--- config.mk ---
export PLATFORM = sky130hd
export DESIGN_NAME = stvg_queue
export DESIGN_NICKNAME = d
export VERILOG_FILES = /design/src/rtl/stvg_pkg.sv /design/src/rtl/stvg_queue.sv
export SDC_FILE = /design/constraint.sdc
export NUM_CORES = 1
export LEC_CHECK = 0
export ABC_AREA = 1
export BUFFER_PORTS_ARGS = -buffer_cell sky130_fd_sc_hd__clkbuf_2
export CORE_AREA = 5 5 171 189
export DETAILED_ROUTE_END_ITERATION = 10
export DIE_AREA = 0 0 176 194
export PLACE_DENSITY = 0.83
export SYNTH_ARGS = -nofsm -noshare
export SYNTH_HDL_FRONTEND = slang
export SYNTH_SLANG_ARGS = --single-unit
--- constraint.sdc ---
create_clock -name clock -period 15.9 [get_ports clock]
set_input_delay 3.18 -clock clock [delete_from_list [all_inputs] [get_ports clock]]
set_output_delay 3.18 -clock clock [all_outputs]
set_load 0.005 [all_outputs]
--- src/rtl/stvg_pkg.sv ---
// Shared types, constants and the ring trigonometry helper of the stream tube
// vertex generator. No dependencies; every other file of the block uses it.

package stvg_pkg;

   localparam int TESSELATION_DEF = 16;
   localparam int MAX_SAMPLES_DEF = 4096;
   localparam int QUEUE_DEPTH_DEF = 2;

   localparam logic [30:0] RADIUS_RESET = 31'd65536;
   localparam logic signed [31:0] ONE_Q30 = 32'sh4000_0000;
   localparam logic [63:0] PI_HALF_Q30 = 64'd1686629713;
   localparam logic signed [33:0] HELPER_EPS = 34'sd128;

   typedef struct packed {
      logic signed [31:0] pos_x;
      logic signed [31:0] pos_y;
      logic signed [31:0] pos_z;
      logic signed [31:0] vel_x;
      logic signed [31:0] vel_y;
      logic signed [31:0] vel_z;
      logic first_sample;
      logic last_sample;
   } req_type;

   typedef struct packed {
      logic signed [31:0] vert_x;
      logic signed [31:0] vert_y;
      logic signed [31:0] vert_z;
      logic signed [31:0] color_r;
      logic signed [31:0] color_g;
      logic signed [31:0] color_b;
      logic [15:0] quad_index_a;
      logic [15:0] quad_index_b;
      logic quad_valid;
      logic ring_end;
   } rsp_type;

   typedef struct packed {
      req_type req;
      logic [15:0] base;
   } job_type;

   typedef struct packed {
      logic signed [62:0] x;
      logic signed [62:0] y;
      logic signed [62:0] z;
   } norm_in_type;

   typedef struct packed {
      logic signed [31:0] x;
      logic signed [31:0] y;
      logic signed [31:0] z;
   } norm_out_type;

   typedef struct packed {
      logic done;
      logic nonzero;
   } norm_stat_type;

   // Returns {cos, sin} in Q2.30 of an in-quadrant angle b, both clamped to [0, 1].
   function automatic logic [63:0] taylor_cs(input logic [63:0] b);
      logic [63:0] x2;
      logic [63:0] tc;
      logic [63:0] ts;
      logic signed [63:0] c;
      logic signed [63:0] s;
      logic [31:0] cc;
      logic [31:0] ss;
      x2 = (b * b) >> 30;
      tc = 64'(ONE_Q30);
      ts = b;
      c = 64'(ONE_Q30);
      s = signed'(b);
      tc = ((tc * x2) >> 30) / 64'd2;   ts = ((ts * x2) >> 30) / 64'd6;
      c = c - signed'(tc);              s = s - signed'(ts);
      tc = ((tc * x2) >> 30) / 64'd12;  ts = ((ts * x2) >> 30) / 64'd20;
      c = c + signed'(tc);              s = s + signed'(ts);
      tc = ((tc * x2) >> 30) / 64'd30;  ts = ((ts * x2) >> 30) / 64'd42;
      c = c - signed'(tc);              s = s - signed'(ts);
      tc = ((tc * x2) >> 30) / 64'd56;  ts = ((ts * x2) >> 30) / 64'd72;
      c = c + signed'(tc);              s = s + signed'(ts);
      tc = ((tc * x2) >> 30) / 64'd90;  ts = ((ts * x2) >> 30) / 64'd110;
      c = c - signed'(tc);              s = s - signed'(ts);
      tc = ((tc * x2) >> 30) / 64'd132; ts = ((ts * x2) >> 30) / 64'd156;
      c = c + signed'(tc);              s = s + signed'(ts);
      tc = ((tc * x2) >> 30) / 64'd182; ts = ((ts * x2) >> 30) / 64'd210;
      c = c - signed'(tc);              s = s - signed'(ts);
      tc = ((tc * x2) >> 30) / 64'd240; ts = ((ts * x2) >> 30) / 64'd272;
      c = c + signed'(tc);              s = s + signed'(ts);
      tc = ((tc * x2) >> 30) / 64'd306; ts = ((ts * x2) >> 30) / 64'd342;
      c = c - signed'(tc);              s = s - signed'(ts);
      if (c < 0) begin
         c = 0;
      end
      if (c > 64'(ONE_Q30)) begin
         c = 64'(ONE_Q30);
      end
      if (s < 0) begin
         s = 0;
      end
      if (s > 64'(ONE_Q30)) begin
         s = 64'(ONE_Q30);
      end
      cc = 32'(c);
      ss = 32'(s);
      return {cc, ss};
   endfunction

endpackage

--- src/rtl/stvg_queue.sv ---
// Short job queue between the front and back of the stream tube vertex
// generator. Depends on stvg_pkg for the job type.

module stvg_queue #(
   parameter int DEPTH = stvg_pkg::QUEUE_DEPTH_DEF
) (
   input  logic              clock,
   input  logic              reset,
   input  logic              push,
   input  stvg_pkg::job_type wdata,
   output logic              full,
   input  logic              pop,
   output stvg_pkg::job_type rdata,
   output logic              empty
);

   localparam int AW = $clog2(DEPTH);
   localparam int NW = $clog2(DEPTH + 1);

   stvg_pkg::job_type entry_ff [DEPTH];
   logic [AW-1:0] wptr_ff;
   logic [AW-1:0] rptr_ff;
   logic [NW-1:0] count_ff;
   logic          do_push;
   logic          do_pop;

   assign full    = count_ff == NW'(DEPTH);
   assign empty   = count_ff == '0;
   assign do_push = push && !full;
   assign do_pop  = pop && !empty;
   assign rdata   = entry_ff[rptr_ff];

   always_ff @(posedge clock) begin
      if (do_push) begin
         entry_ff[wptr_ff] <= wdata;
      end
   end

   always_ff @(posedge clock) begin
      if (reset) begin
         wptr_ff  <= '0;
         rptr_ff  <= '0;
         count_ff <= '0;
      end else begin
         if (do_push) begin
            wptr_ff <= (wptr_ff == AW'(DEPTH - 1)) ? '0 : wptr_ff + 1'b1;
         end
         if (do_pop) begin
            rptr_ff <= (rptr_ff == AW'(DEPTH - 1)) ? '0 : rptr_ff + 1'b1;
         end
         if (do_push && !do_pop) begin
            count_ff <= count_ff + 1'b1;
         end else if (do_pop && !do_push) begin
            count_ff <= count_ff - 1'b1;
         end
      end
   end

endmodule

==> flow_summary.json <==
{
  "drc": 0,
  "worst_pin_slew_ns": 1.091,
  "wl_um": 30990,
  "cp.arrival_ns": 3.08,
  "async_flop_share_pct": 0,
  "holdWs_ns": 0.5637,
  "antenna_found_initial": 1,
  "syn_area_um2": 15470,
  "place_hpwl_um": 21700,
  "drt_iter0_drc": 473,
  "max_slew_margin_pct": 27.27,
  "fp.dieW_um": 176,
  "grt_overflow": 0,
  "period_share_pct": 39.36,
  "powerDensity_nw_per_um2": 151.5,
  "pwr-share-clk_pct": 28.9,
  "setup-violations-final": 0,
  "htree_levels": 2,
  "hp-class": "register to register",
  "start_kind": "register",
  "dpl_cell_area_um2": 17900,
  "p_int_mw": 2.169,
  "grt_util_all_layers_pct": 17.61,
  "vias": 7991,
  "synth-edff-count": 420,
  "outcome": "complete, no violations",
  "synth.area.top_cells": "edfxtp_1, mux2_2, buf_6, dfxtp_1, inv_1",
  "fin_crit_ns": 6.259,
  "tns_ns": 0,
  "synth_top_area_share_pct": 81.51,
  "synthCells": 690,
  "max_cap_violations": 0,
  "clock_latency_ns": 0.52,
  "core-area_um2": 30180,
  "ys_ff_latch": 425,
  "cts_resized": 0,
  "syn2layout_area_growth_pct": 23.06,
  "whs_path_depth": 2,
  "syn-num-nets": 905,
  "reg2reg_depth": 4,
  "synth_ff_type": "edfxtp_1",
  "crit_required_ns": 12.72,
  "synth_cell_types": 15,
  "cts_tree": "yes",
  "design_area_um2": 19040,
  "drtAntennaViolNets": 0,
  "drive_gt1_share_pct": 59.28,
  "grt_max_degree": 82,
  "drv_slew": 0,
  "grt_pass1_wl_um": 46710,
  "yosysWarnings": 0,
  "dp_worst_setup_slack_ns": 10.05,
  "ios": 426,
  "syn_avg_cell_area_um2": 22.42,
  "synth_largest_area_cell": "edfxtp_1",
  "clockBufferDepth": 3,
  "synth_seq_area_share_pct": 82.16,
  "synth.most_common_cell": "edfxtp_1",
  "max-vdd-ir-drop_mv": 0.1094,
  "p_comb_share_pct": 20.1,
  "grt_pass1_vias": 8464,
  "worstPathMaxFanout": 80,
  "hold_start": "count_ff[0]",
  "rsz0062_at_grt": "no",
  "clk_pin_slew_ns": 0.06,
  "power_frac_seq_pct": 51.0,
  "cts_num_sinks": 425,
  "postCtsSetupBuffers": 0,
  "dieArea_um2": 34140,
  "root_buffer": "clkbuf_16",
  "io_buffer_count": 425,
  "wl_per_cell_um": 20.00,
  "via_per_inst": 5.159,
  "p_leak_nw": 7.180,
  "rows": 67,
  "cp-end-kind": "output port",
  "fmax_mhz": 159.8,
  "numCtsBuffers": 41,
  "cts_hold_buf": 0,
  "drtPass1Iterations": 4,
  "start_util_pct": 51.27,
  "hold_viol_final": 0,
  "finalWeightedCongestion": 0.7930,
  "dieHeight_um": 194,
  "sw_frac_of_total_pct": 24.78,
  "finClkSkew_ns": 0.01909,
  "timing.final.ws_setup_ns": 9.641,
  "p_sw_mw": 0.7146,
  "synth_common_cells": "edfxtp_1, mux2_2, buf_6",
  "r2r_start": "count_ff[0]",
  "path_class": "register to output port",
  "fin_nets": 1358
}
-- worst max-delay path, cell delays in order, from the launching register on --
cell and delay, ns:
dfxtp_4 1.05, buf_4 0.86, mux2_2 0.42, clkbuf_2 0.13
-- logic make-up (layout without fill, tap and decap cells) --
group,after synthesis,after routing,synth area share (%)
AO/OA/AOI/OAI,6,6,0.1940
other,0,1,0
flip-flops,425,425,82.16
adder cells (fa/ha/maj),1,1,0.08085
buffers and inverters,32,511,1.852
AND/OR/NAND/NOR,16,16,0.4286
multiplexers,210,210,15.28
-- path summary, 6_finish.rpt --
path	to	slack, ns
min reg2reg	count_ff[0]	0.56
max	rdata[155]	9.64
min	count_ff[0]	0.56
max reg2reg	entry_ff[0][133]	12.86
-- sequential cells by signal (all words and copies together) (netlist names), named ones only --
signal and count:
entry_ff 420, count_ff 2, rptr_ff 1, wptr_ff 1
-- cells in the final DEF, fill, tap and decap left out, drive strengths merged --
cell type and n:
a21oi 1, and2 1, buf 8, clkbuf 476, clkinv 18, dfxtp 5
diode 1, edfxtp 420, ha 1, inv 9, mux2 210, nand2 4
nand3 1, nand4 1, nor2 9, o21ai 5
-- through the flow --
step | power, mW | std cells | utilization [%]
6_report | 2.884 | 1549 | 63.09
3_5_place_dp | 2.083 | 1479 | 59.31
3_3_place_gp | 2.064 | 1479 | 59.31
5_1_grt | 3.017 | 1549 | 63.09
2_1_floorplan | 1.882 | 690 | -
4_1_cts | 2.920 | 1548 | 63.08
-- routing by layer --
| metal | GRT usage, % | vias up | share of wire (%) |
|---|---|---|---|
| li1 | - | 3656 | - |
| met1 | 19.63 | 3921 | 35 |
| met2 | 32.47 | 343 | 55 |
| met3 | 4.076 | 71 | 7.2 |
| met4 | 6.904 | 0 | 3.6 |
| met5 | 0 | - | 0 |
-- power by group through the flow --
stage | Clock [mW] | Combinational, mW | Sequential, mW
2_1_floorplan | 0 | 0.361 | 1.52
3_3_place_gp | 0 | 0.578 | 1.49
3_5_place_dp | 0 | 0.585 | 1.50
4_1_cts | 0.855 | 0.590 | 1.48
5_1_grt | 0.904 | 0.625 | 1.49
6_report | 0.833 | 0.579 | 1.47
-- layout make-up --
type	count	area [um2]
flip-flops and latches	425	12720
fillers	2083	11140
multi-input cells	233	2489
repair buffers	433	2187
clock buffers	51	1064
well taps	379	474.2
clock inverters	18	75.07
inverters	9	33.78
diodes	1	2.502
Note: power is estimated with default switching activity, not from simulation.
