**config.mk**
```make
export PLATFORM = sky130hd
export DESIGN_NAME = stvg_front
export DESIGN_NICKNAME = d
export VERILOG_FILES = /design/src/rtl/stvg_pkg.sv /design/src/rtl/stvg_front.sv
export SDC_FILE = /design/constraint.sdc
export NUM_CORES = 1
export LEC_CHECK = 0
export BUFFER_PORTS_ARGS = -buffer_cell sky130_fd_sc_hd__buf_2
export CAP_MARGIN = 30
export CORE_AREA = 5 5 167 169
export DETAILED_ROUTE_END_ITERATION = 7
export DIE_AREA = 0 0 172 174
export GPL_TIMING_DRIVEN = 0
export PLACE_DENSITY = 0.37
export SLEW_MARGIN = 20
export SYNTH_ARGS = -nofsm -noshare
export SYNTH_HDL_FRONTEND = slang
export SYNTH_SLANG_ARGS = --single-unit
```
**constraint.sdc**
```tcl
create_clock -name clock -period 3.64 [get_ports clock]
set_clock_uncertainty 0.1 [all_clocks]
set_input_delay 0.91 -clock clock [delete_from_list [all_inputs] [get_ports clock]]
set_output_delay 0.91 -clock clock [all_outputs]
set_load 0.02 [all_outputs]
```
**src/rtl/stvg_pkg.sv**
```systemverilog
// Shared types, constants and the ring trigonometry helper of the stream tube
// vertex generator. No dependencies; every other file of the block uses it.

package stvg_pkg;

   localparam int TESSELATION_DEF = 16;
   localparam int MAX_SAMPLES_DEF = 4096;
   localparam int QUEUE_DEPTH_DEF = 2;

   localparam logic [30:0] RADIUS_RESET = 31'd65536;
   localparam logic signed [31:0] ONE_Q30 = 32'sh4000_0000;
   localparam logic [63:0] PI_HALF_Q30 = 64'd1686629713;
   localparam logic signed [33:0] HELPER_EPS = 34'sd128;

   typedef struct packed {
      logic signed [31:0] pos_x;
      logic signed [31:0] pos_y;
      logic signed [31:0] pos_z;
      logic signed [31:0] vel_x;
      logic signed [31:0] vel_y;
      logic signed [31:0] vel_z;
      logic first_sample;
      logic last_sample;
   } req_type;

   typedef struct packed {
      logic signed [31:0] vert_x;
      logic signed [31:0] vert_y;
      logic signed [31:0] vert_z;
      logic signed [31:0] color_r;
      logic signed [31:0] color_g;
      logic signed [31:0] color_b;
      logic [15:0] quad_index_a;
      logic [15:0] quad_index_b;
      logic quad_valid;
      logic ring_end;
   } rsp_type;

   typedef struct packed {
      req_type req;
      logic [15:0] base;
   } job_type;

   typedef struct packed {
      logic signed [62:0] x;
      logic signed [62:0] y;
      logic signed [62:0] z;
   } norm_in_type;

   typedef struct packed {
      logic signed [31:0] x;
      logic signed [31:0] y;
      logic signed [31:0] z;
   } norm_out_type;

   typedef struct packed {
      logic done;
      logic nonzero;
   } norm_stat_type;

   // Returns {cos, sin} in Q2.30 of an in-quadrant angle b, both clamped to [0, 1].
   function automatic logic [63:0] taylor_cs(input logic [63:0] b);
      logic [63:0] x2;
      logic [63:0] tc;
      logic [63:0] ts;
      logic signed [63:0] c;
      logic signed [63:0] s;
      logic [31:0] cc;
      logic [31:0] ss;
      x2 = (b * b) >> 30;
      tc = 64'(ONE_Q30);
      ts = b;
      c = 64'(ONE_Q30);
      s = signed'(b);
      tc = ((tc * x2) >> 30) / 64'd2;   ts = ((ts * x2) >> 30) / 64'd6;
      c = c - signed'(tc);              s = s - signed'(ts);
      tc = ((tc * x2) >> 30) / 64'd12;  ts = ((ts * x2) >> 30) / 64'd20;
      c = c + signed'(tc);              s = s + signed'(ts);
      tc = ((tc * x2) >> 30) / 64'd30;  ts = ((ts * x2) >> 30) / 64'd42;
      c = c - signed'(tc);              s = s - signed'(ts);
      tc = ((tc * x2) >> 30) / 64'd56;  ts = ((ts * x2) >> 30) / 64'd72;
      c = c + signed'(tc);              s = s + signed'(ts);
      tc = ((tc * x2) >> 30) / 64'd90;  ts = ((ts * x2) >> 30) / 64'd110;
      c = c - signed'(tc);              s = s - signed'(ts);
      tc = ((tc * x2) >> 30) / 64'd132; ts = ((ts * x2) >> 30) / 64'd156;
      c = c + signed'(tc);              s = s + signed'(ts);
      tc = ((tc * x2) >> 30) / 64'd182; ts = ((ts * x2) >> 30) / 64'd210;
      c = c - signed'(tc);              s = s - signed'(ts);
      tc = ((tc * x2) >> 30) / 64'd240; ts = ((ts * x2) >> 30) / 64'd272;
      c = c + signed'(tc);              s = s + signed'(ts);
      tc = ((tc * x2) >> 30) / 64'd306; ts = ((ts * x2) >> 30) / 64'd342;
      c = c - signed'(tc);              s = s - signed'(ts);
      if (c < 0) begin
         c = 0;
      end
      if (c > 64'(ONE_Q30)) begin
         c = 64'(ONE_Q30);
      end
      if (s < 0) begin
         s = 0;
      end
      if (s > 64'(ONE_Q30)) begin
         s = 64'(ONE_Q30);
      end
      cc = 32'(c);
      ss = 32'(s);
      return {cc, ss};
   endfunction

endpackage

```
**src/rtl/stvg_front.sv**
```systemverilog
// Input side of the stream tube vertex generator: ring counting, sample drop
// and zero-radius filtering. Depends on stvg_pkg; feeds stvg_queue.

module stvg_front #(
   parameter int TESSELATION = stvg_pkg::TESSELATION_DEF,
   parameter int MAX_SAMPLES = stvg_pkg::MAX_SAMPLES_DEF
) (
   input  logic              clock,
   input  logic              reset,
   input  logic              push,
   output logic              full,
   input  stvg_pkg::req_type req_data,
   input  logic [30:0]       radius,
   input  logic              q_full,
   output logic              q_push,
   output stvg_pkg::job_type q_data
);

   localparam int CW = $clog2(MAX_SAMPLES + 1);

   logic [CW-1:0] count_ff;
   logic [CW-1:0] count_in;
   logic [CW-1:0] count_eff;
   logic          accept;
   logic          keep;

   always_comb begin
      accept    = push && !q_full;
      count_eff = req_data.first_sample ? '0 : count_ff;
      keep      = count_eff < CW'(MAX_SAMPLES);
      count_in  = count_ff;
      if (accept) begin
         count_in = keep ? count_eff + 1'b1 : count_eff;
      end
   end

   always_ff @(posedge clock) begin
      if (reset) begin
         count_ff <= '0;
      end else begin
         count_ff <= count_in;
      end
   end

   assign full        = q_full;
   assign q_push      = accept && keep && (radius != '0);
   assign q_data.req  = req_data;
   assign q_data.base = 16'(32'(count_eff) * 32'(TESSELATION));

endmodule

```
==> results of run 1 <==
cell families (layout without fill, tap and decap cells):
| group | Yosys count | count (layout) | share of synthesized area, % |
|---|---|---|---|
| other | 1 | 4 | 0.154 |
| flip-flops | 13 | 13 | 10.7 |
| buffers and inverters | 210 | 457 | 63.5 |
| AO/OA/AOI/OAI | 23 | 23 | 6.44 |
| adder cells (fa/ha/maj) | 1 | 1 | 0.515 |
| multiplexers | 6 | 6 | 2.47 |
| AND/OR/NAND/NOR | 56 | 56 | 16.2 |
repair_timing:
action | CTS | global route
hold endpoints to repair | 0 | 0
buffers inserted | 0 | 0
resized for setup | 1 | 0
endpoints found under the setup margin | 1 | 0
final cells by class:
class                           instances  share of cell area, %
Clock buffer                            3                   1.80
Tap cell                              341                   10.2
Sequential cell                        13                   6.25
Clock inverter                          1                  0.120
Inverter                                5                  0.451
Multi-Input combinational cell         90                   15.3
Buffer                                205                   36.6
Timing Repair Buffer                  243                   29.2
power groups by stage:
| stage | sequential [mW] | combinational, mW | clock, mW |
|---|---|---|---|
| 2_1_floorplan | 0.147 | 0.342 | 0 |
| 3_3_place_gp | 0.148 | 0.496 | 0 |
| 3_5_place_dp | 0.148 | 0.495 | 0 |
| 4_1_cts | 0.145 | 0.496 | 0.218 |
| 5_1_grt | 0.145 | 0.520 | 0.223 |
| 6_report | 0.145 | 0.487 | 0.212 |
tightest hold or removal path, delay by kind of cell, from the launching register on:
family	cells	cell delay (ps)
and+or+nand+nor	1	60
DFF	1	320
AOI/OAI and AO/OA	1	50
layer usage:
layer / wire [um] / track usage, % / vias to the layer above
met5: 0 / 0 / -
met4: 71 / 1.08 / 0
met3: 1230 / 1.23 / 4
met2: 6890 / 14.8 / 224
met1: 4060 / 7.19 / 1237
li1: - / - / 1323
Yosys cell counts, drive strengths merged:
| library cell | n |
|---|---|
| a2111o | 2 |
| a21o | 5 |
| a21oi | 6 |
| a2bb2oi | 1 |
| and2b | 1 |
| and3 | 1 |
| and3b | 2 |
| and4 | 1 |
| and4b | 1 |
| and4bb | 2 |
| buf | 201 |
| clkbuf | 4 |
| conb | 1 |
| dfxtp | 13 |
| ha | 1 |
| inv | 5 |
| mux2i | 6 |
| nand2 | 3 |
| nand2b | 2 |
| nand3 | 10 |
| nand3b | 2 |
| nand4 | 4 |
| nand4b | 1 |
| nor2 | 2 |
| nor2b | 8 |
| nor3 | 1 |
| nor3b | 1 |
| nor4 | 7 |
| nor4b | 4 |
| o211ai | 2 |
| o21ai | 5 |
| o311ai | 2 |
| or3b | 1 |
| or4 | 1 |
| or4b | 1 |
stage by stage:
stage	worst slack [ps]	hold WS [ps]	instance area (um2)	total power [mW]	instances
6_report	356	382	4170	0.843	901
4_1_cts	260	380	4170	0.859	901
3_5_place_dp	-1.52	373	4080	0.642	897
2_1_floorplan	751	346	2440	0.489	313
5_1_grt	177	429	4170	0.888	901
3_3_place_gp	2.07	366	4080	0.644	897
how the worst max path moves through the flow:
| stage | startpoint | endpoint | slack [ps] | cells after the start |
|---|---|---|---|---|
| detailed placement | q_full | q_push | -2 | 6 |
| finish | q_full | q_push | 360 | 6 |
| global placement | q_full | q_push | 2 | 6 |
| global route | q_full | q_push | 180 | 6 |
| floorplan | q_full | q_push | 750 | 4 |
| CTS | q_full | q_push | 260 | 6 |
==> out/metrics.cfg, run 1 <==
[logic_synthesis]
synth.yosys.seq_area_share_pct=10.7
avg_inst_size_synth_um2=7.84
post_synth_num_cell_types=41
post_synth_inst_count=310
synth.top_cell.area_share_pct=61.5
yosys_warnings=0
post_synth_main_area_contributors=buf_4 (61%), dfxtp_1 (11%), mux2i_1 (2.5%), nand3_1 (2.1%), nor2b_1 (2.1%)
most_area_hungry_cell_type_in_the_yosys_netlist=buf_4
mappedNetlistArea_um2=2430
ys_ff_latch=13

[global_route]
grt_antenna_before_repair=1
via_count_of_the_first_global_routing_pass=2803
wire_length_of_the_first_global_routing_pass_mm=16.4
grt_remaining_overflow=0
largest_net_degree_at_the_start_of_global_routing=12
track_usage_pct=7.08

[cells_and_area]
multi_input_comb_area_um2=638
layout.nets=791
top_regs=count_ff (13)
largest_register_ffs=13
mostFrequentLayoutCell=buf_2
area.sequential_um2=260
area.growth.synth_to_final_pct=71.4
final_cell_mix=buf_2 (244), buf_4 (199), dfxtp_1 (13)
fraction_of_layout_instances_using_a_drive_strength_above_1_pct=81.1
largest_register_by_flop_count=count_ff
antenna_cells=0
num-fill-cells=3039
postLayoutCoreUtil_pct=15.8

[floorplan]
initial_utilization_pct=9.20
placement_rows=60
floorplan.io_pins=441
floorplan.die.height_um=174
die_x_um=172
die_area_um2=29900
design.core.area_um2=26400

[worst_setup_path]
crit_path_end_kind=output port
rrSetupSlack_ps=1870
critical_path.n_buffers_inverters=4
critical_path.most_common_cell=buf_2
critical_path.top_delay_family=buffers and inverters
timing.rr.end=count_ff[4]
critical_path.startpoint_type=input port
worst_r2r_path_depth=4
critical_path_peak_fanout=10
crit_required_ps=2630
r2r_path_start=count_ff[12]
critical_path.max_stage_delay_ps=380
worstPathCellList=buf_2 -> nand3b_1 -> clkbuf_1 -> buf_2 -> a2bb2oi_1 -> buf_2
cpMaxStageDelayCell=clkbuf_1
timing.critical_path.arrival_ps=2270
path_class=in -> out

[clock_network]
clkTransAtPathRegs_ps=50
tritoncts_num_sinks=13
cts-htree-levels=1
cts-root-to-sink-buffers=2
tritoncts=built
source_to_sink_clock_delay_at_the_later_pin_of_the_worst_skew_pair_ps=240
cts.root.buffer_cell=clkbuf_16
cts-buffers-inserted=3
cts_hold_buf=0

[power]
seq_power_share_pct=17.2
p_comb_share_pct=57.7
ratio_of_total_power_to_cell_area_nw_per_um2=202
power.internal_uw=522
power.leakage_nw=2.31
p_sw_share_pct=38.1
p_clk_share_pct=25.1
worst_voltage_drop_across_the_vdd_grid_mv=0.0811
power_switching_uw=321

[status]
run_status=finished clean

[sta]
final_hold_viol_count=0
clock.fmax_ghz=0.305
fin_tns_setup_ps=0
grt_setup_unrepaired=false
final_period_minus_worst_setup_slack_ps=3280
min_period_over_period_pct=90.2
setup_violations=0
timing.final.max_slew_violations=0

[min_path]
hold_path.startpoint=count_ff[0]
hold_path_end=count_ff[0]
min_delay_path_depth=2
min_path_type=reg -> reg

[routing]
first_pass_iters=4
vias_per_cell=3.09
vias=2788
wl_mm=12.3
wl_per_cell_um=13.6
drc=0
detailedRoute.firstIterationViolations=34
final_antenna_net_count=0

[placement]
port_buffers=243
place.gp.congestion=0.740
detailedPlacementHpwl_mm=11.3

[job]
drv.max_cap_violation_count=0

Note: power is estimated with default switching activity, not from simulation.
==> run 2, diff against run 1 <==
--- a/config.mk
+++ b/config.mk
@@ -12,6 +12,7 @@
 export DIE_AREA = 0 0 172 174
 export GPL_TIMING_DRIVEN = 0
 export PLACE_DENSITY = 0.37
+export RECOVER_POWER = 50
 export SLEW_MARGIN = 20
 export SYNTH_ARGS = -nofsm -noshare
 export SYNTH_HDL_FRONTEND = slang
==> out/metrics.cfg, run 2 (synthesis gave the netlist of run 1 again) <==
[status]
run_status=finished clean

[cells_and_area]
antenna_cells=0
area.growth.synth_to_final_pct=65.9
postLayoutCoreUtil_pct=15.3
final_cell_mix=buf_4 (199), buf_2 (136), clkbuf_1 (112)
largest_register_by_flop_count=count_ff
largest_register_ffs=13
top_regs=count_ff (13)
fraction_of_layout_instances_using_a_drive_strength_above_1_pct=61.8
mostFrequentLayoutCell=buf_4
layout.nets=791

[sta]
timing.final.max_slew_violations=0
clock.fmax_ghz=0.305
final_hold_viol_count=0
min_period_over_period_pct=90.2
fin_tns_setup_ps=0
setup_slack_ps=356
grt_setup_unrepaired=false
setup_violations=0
final_period_minus_worst_setup_slack_ps=3280

[floorplan]
die_area_um2=29900
die_x_um=172
design.core.area_um2=26400
floorplan.io_pins=441
floorplan.die.height_um=174
initial_utilization_pct=9.20
placement_rows=60

[min_path]
hold_path.startpoint=count_ff[0]
hold_path_end=count_ff[0]
min_path_type=reg -> reg
min_delay_path_depth=2

[placement]
post-place-ws_ps=-1.52
port_buffers=243
detailedPlacementHpwl_mm=11.3
place.gp.congestion=0.740

[clock_network]
cts-buffers-inserted=3
source_to_sink_clock_delay_at_the_later_pin_of_the_worst_skew_pair_ps=240
postCtsSetupRepairBufs=0
tritoncts=built
cts_hold_buf=0
clkTransAtPathRegs_ps=50
tritoncts_num_sinks=13
cts_resized=1
cts.root.buffer_cell=clkbuf_16
cts-htree-levels=1
cts-root-to-sink-buffers=2

[power]
p_total_uw=828
p_clk_share_pct=25.6
p_comb_share_pct=56.9
worst_voltage_drop_across_the_vdd_grid_mv=0.0810
power.internal_uw=505
p_sw_share_pct=39.0
power.leakage_nw=2.01
seq_power_share_pct=17.5
ratio_of_total_power_to_cell_area_nw_per_um2=205
power_switching_uw=323

[routing]
first_pass_iters=4
vias=2772
wl_mm=12.3
vias_per_cell=3.08
final_antenna_net_count=0
wl_per_cell_um=13.6
detailedRoute.firstIterationViolations=33
drc=0

[worst_setup_path]
critical_path.startpoint_type=input port
worst_r2r_path_depth=4
worstPathCellList=buf_2 -> nand3b_1 -> clkbuf_1 -> buf_2 -> a2bb2oi_1 -> buf_2
timing.critical_path.arrival_ps=2270
timing.rr.end=count_ff[4]
crit_path_end_kind=output port
path_class=in -> out
critical_path.max_stage_delay_ps=380
critical_path_peak_fanout=11
rrSetupSlack_ps=1870
crit_required_ps=2630
crit_start=req_data[1]
r2r_path_start=count_ff[12]
critical_path.most_common_cell=buf_2
cpMaxStageDelayCell=clkbuf_1

[global_route]
track_usage_pct=7.08
via_count_of_the_first_global_routing_pass=2803
grt_remaining_overflow=0
largest_net_degree_at_the_start_of_global_routing=12
grt_antenna_before_repair=1
wire_length_of_the_first_global_routing_pass_mm=16.4

[job]
drv.max_cap_violation_count=0

==> run 2: changes by cell type in the layout (fill, tap and decap cells not counted), sizes merged <==
cell,delta
clkbuf,+108
buf,-108
==> run 2: layout make-up <==
cell class / instances / area [um2]
Tap cell: 341 / 427
Buffer: 205 / 1530
Inverter: 5 / 18.8
Multi-Input combinational cell: 90 / 638
Sequential cell: 13 / 260
Clock inverter: 1 / 5.00
Fill cell: 3089 / 22400
Clock buffer: 3 / 75.1
Timing Repair Buffer: 243 / 1080
==> run 2: routing by layer <==
metal	wire [um]	track usage, %	up-vias
met5	0	0	-
met4	71	1.08	0
met3	1260	1.23	4
met2	6870	14.8	226
met1	4060	7.19	1219
li1	-	-	1323
==> run 2: critical path: cells and delay by family <==
kind / cells / cell delay [ps]
buffers and inverters: 4 / 1110
and+or+nand+nor: 1 / 140
AOI/OAI and AO/OA: 1 / 110
==> run 2: metrics by stage <==
step | std cells | area, um2 | hold slack (ps)
floorplan | 313 | 2440 | 346
global placement | 897 | 4080 | 366
detailed placement | 897 | 4080 | 373
CTS | 901 | 4170 | 380
global route | 901 | 4030 | 429
finish | 901 | 4030 | 382
==> run 2: how the worst max path moves through the flow <==
stage             end  depth (start not counted)
2_1_floorplan  q_push                          4
3_3_place_gp   q_push                          6
4_1_cts        q_push                          6
6_report       q_push                          6
5_1_grt        q_push                          6
3_5_place_dp   q_push                          6
==> run 2: power groups by stage <==
| stage | sequential, mW | clock (mW) | combinational [mW] |
|---|---|---|---|
| final | 0.145 | 0.212 | 0.472 |
| after global routing | 0.145 | 0.223 | 0.505 |
| after CTS | 0.145 | 0.218 | 0.496 |
| after detailed placement | 0.148 | 0 | 0.495 |
| after global placement | 0.148 | 0 | 0.496 |
| after floorplan | 0.147 | 0 | 0.342 |
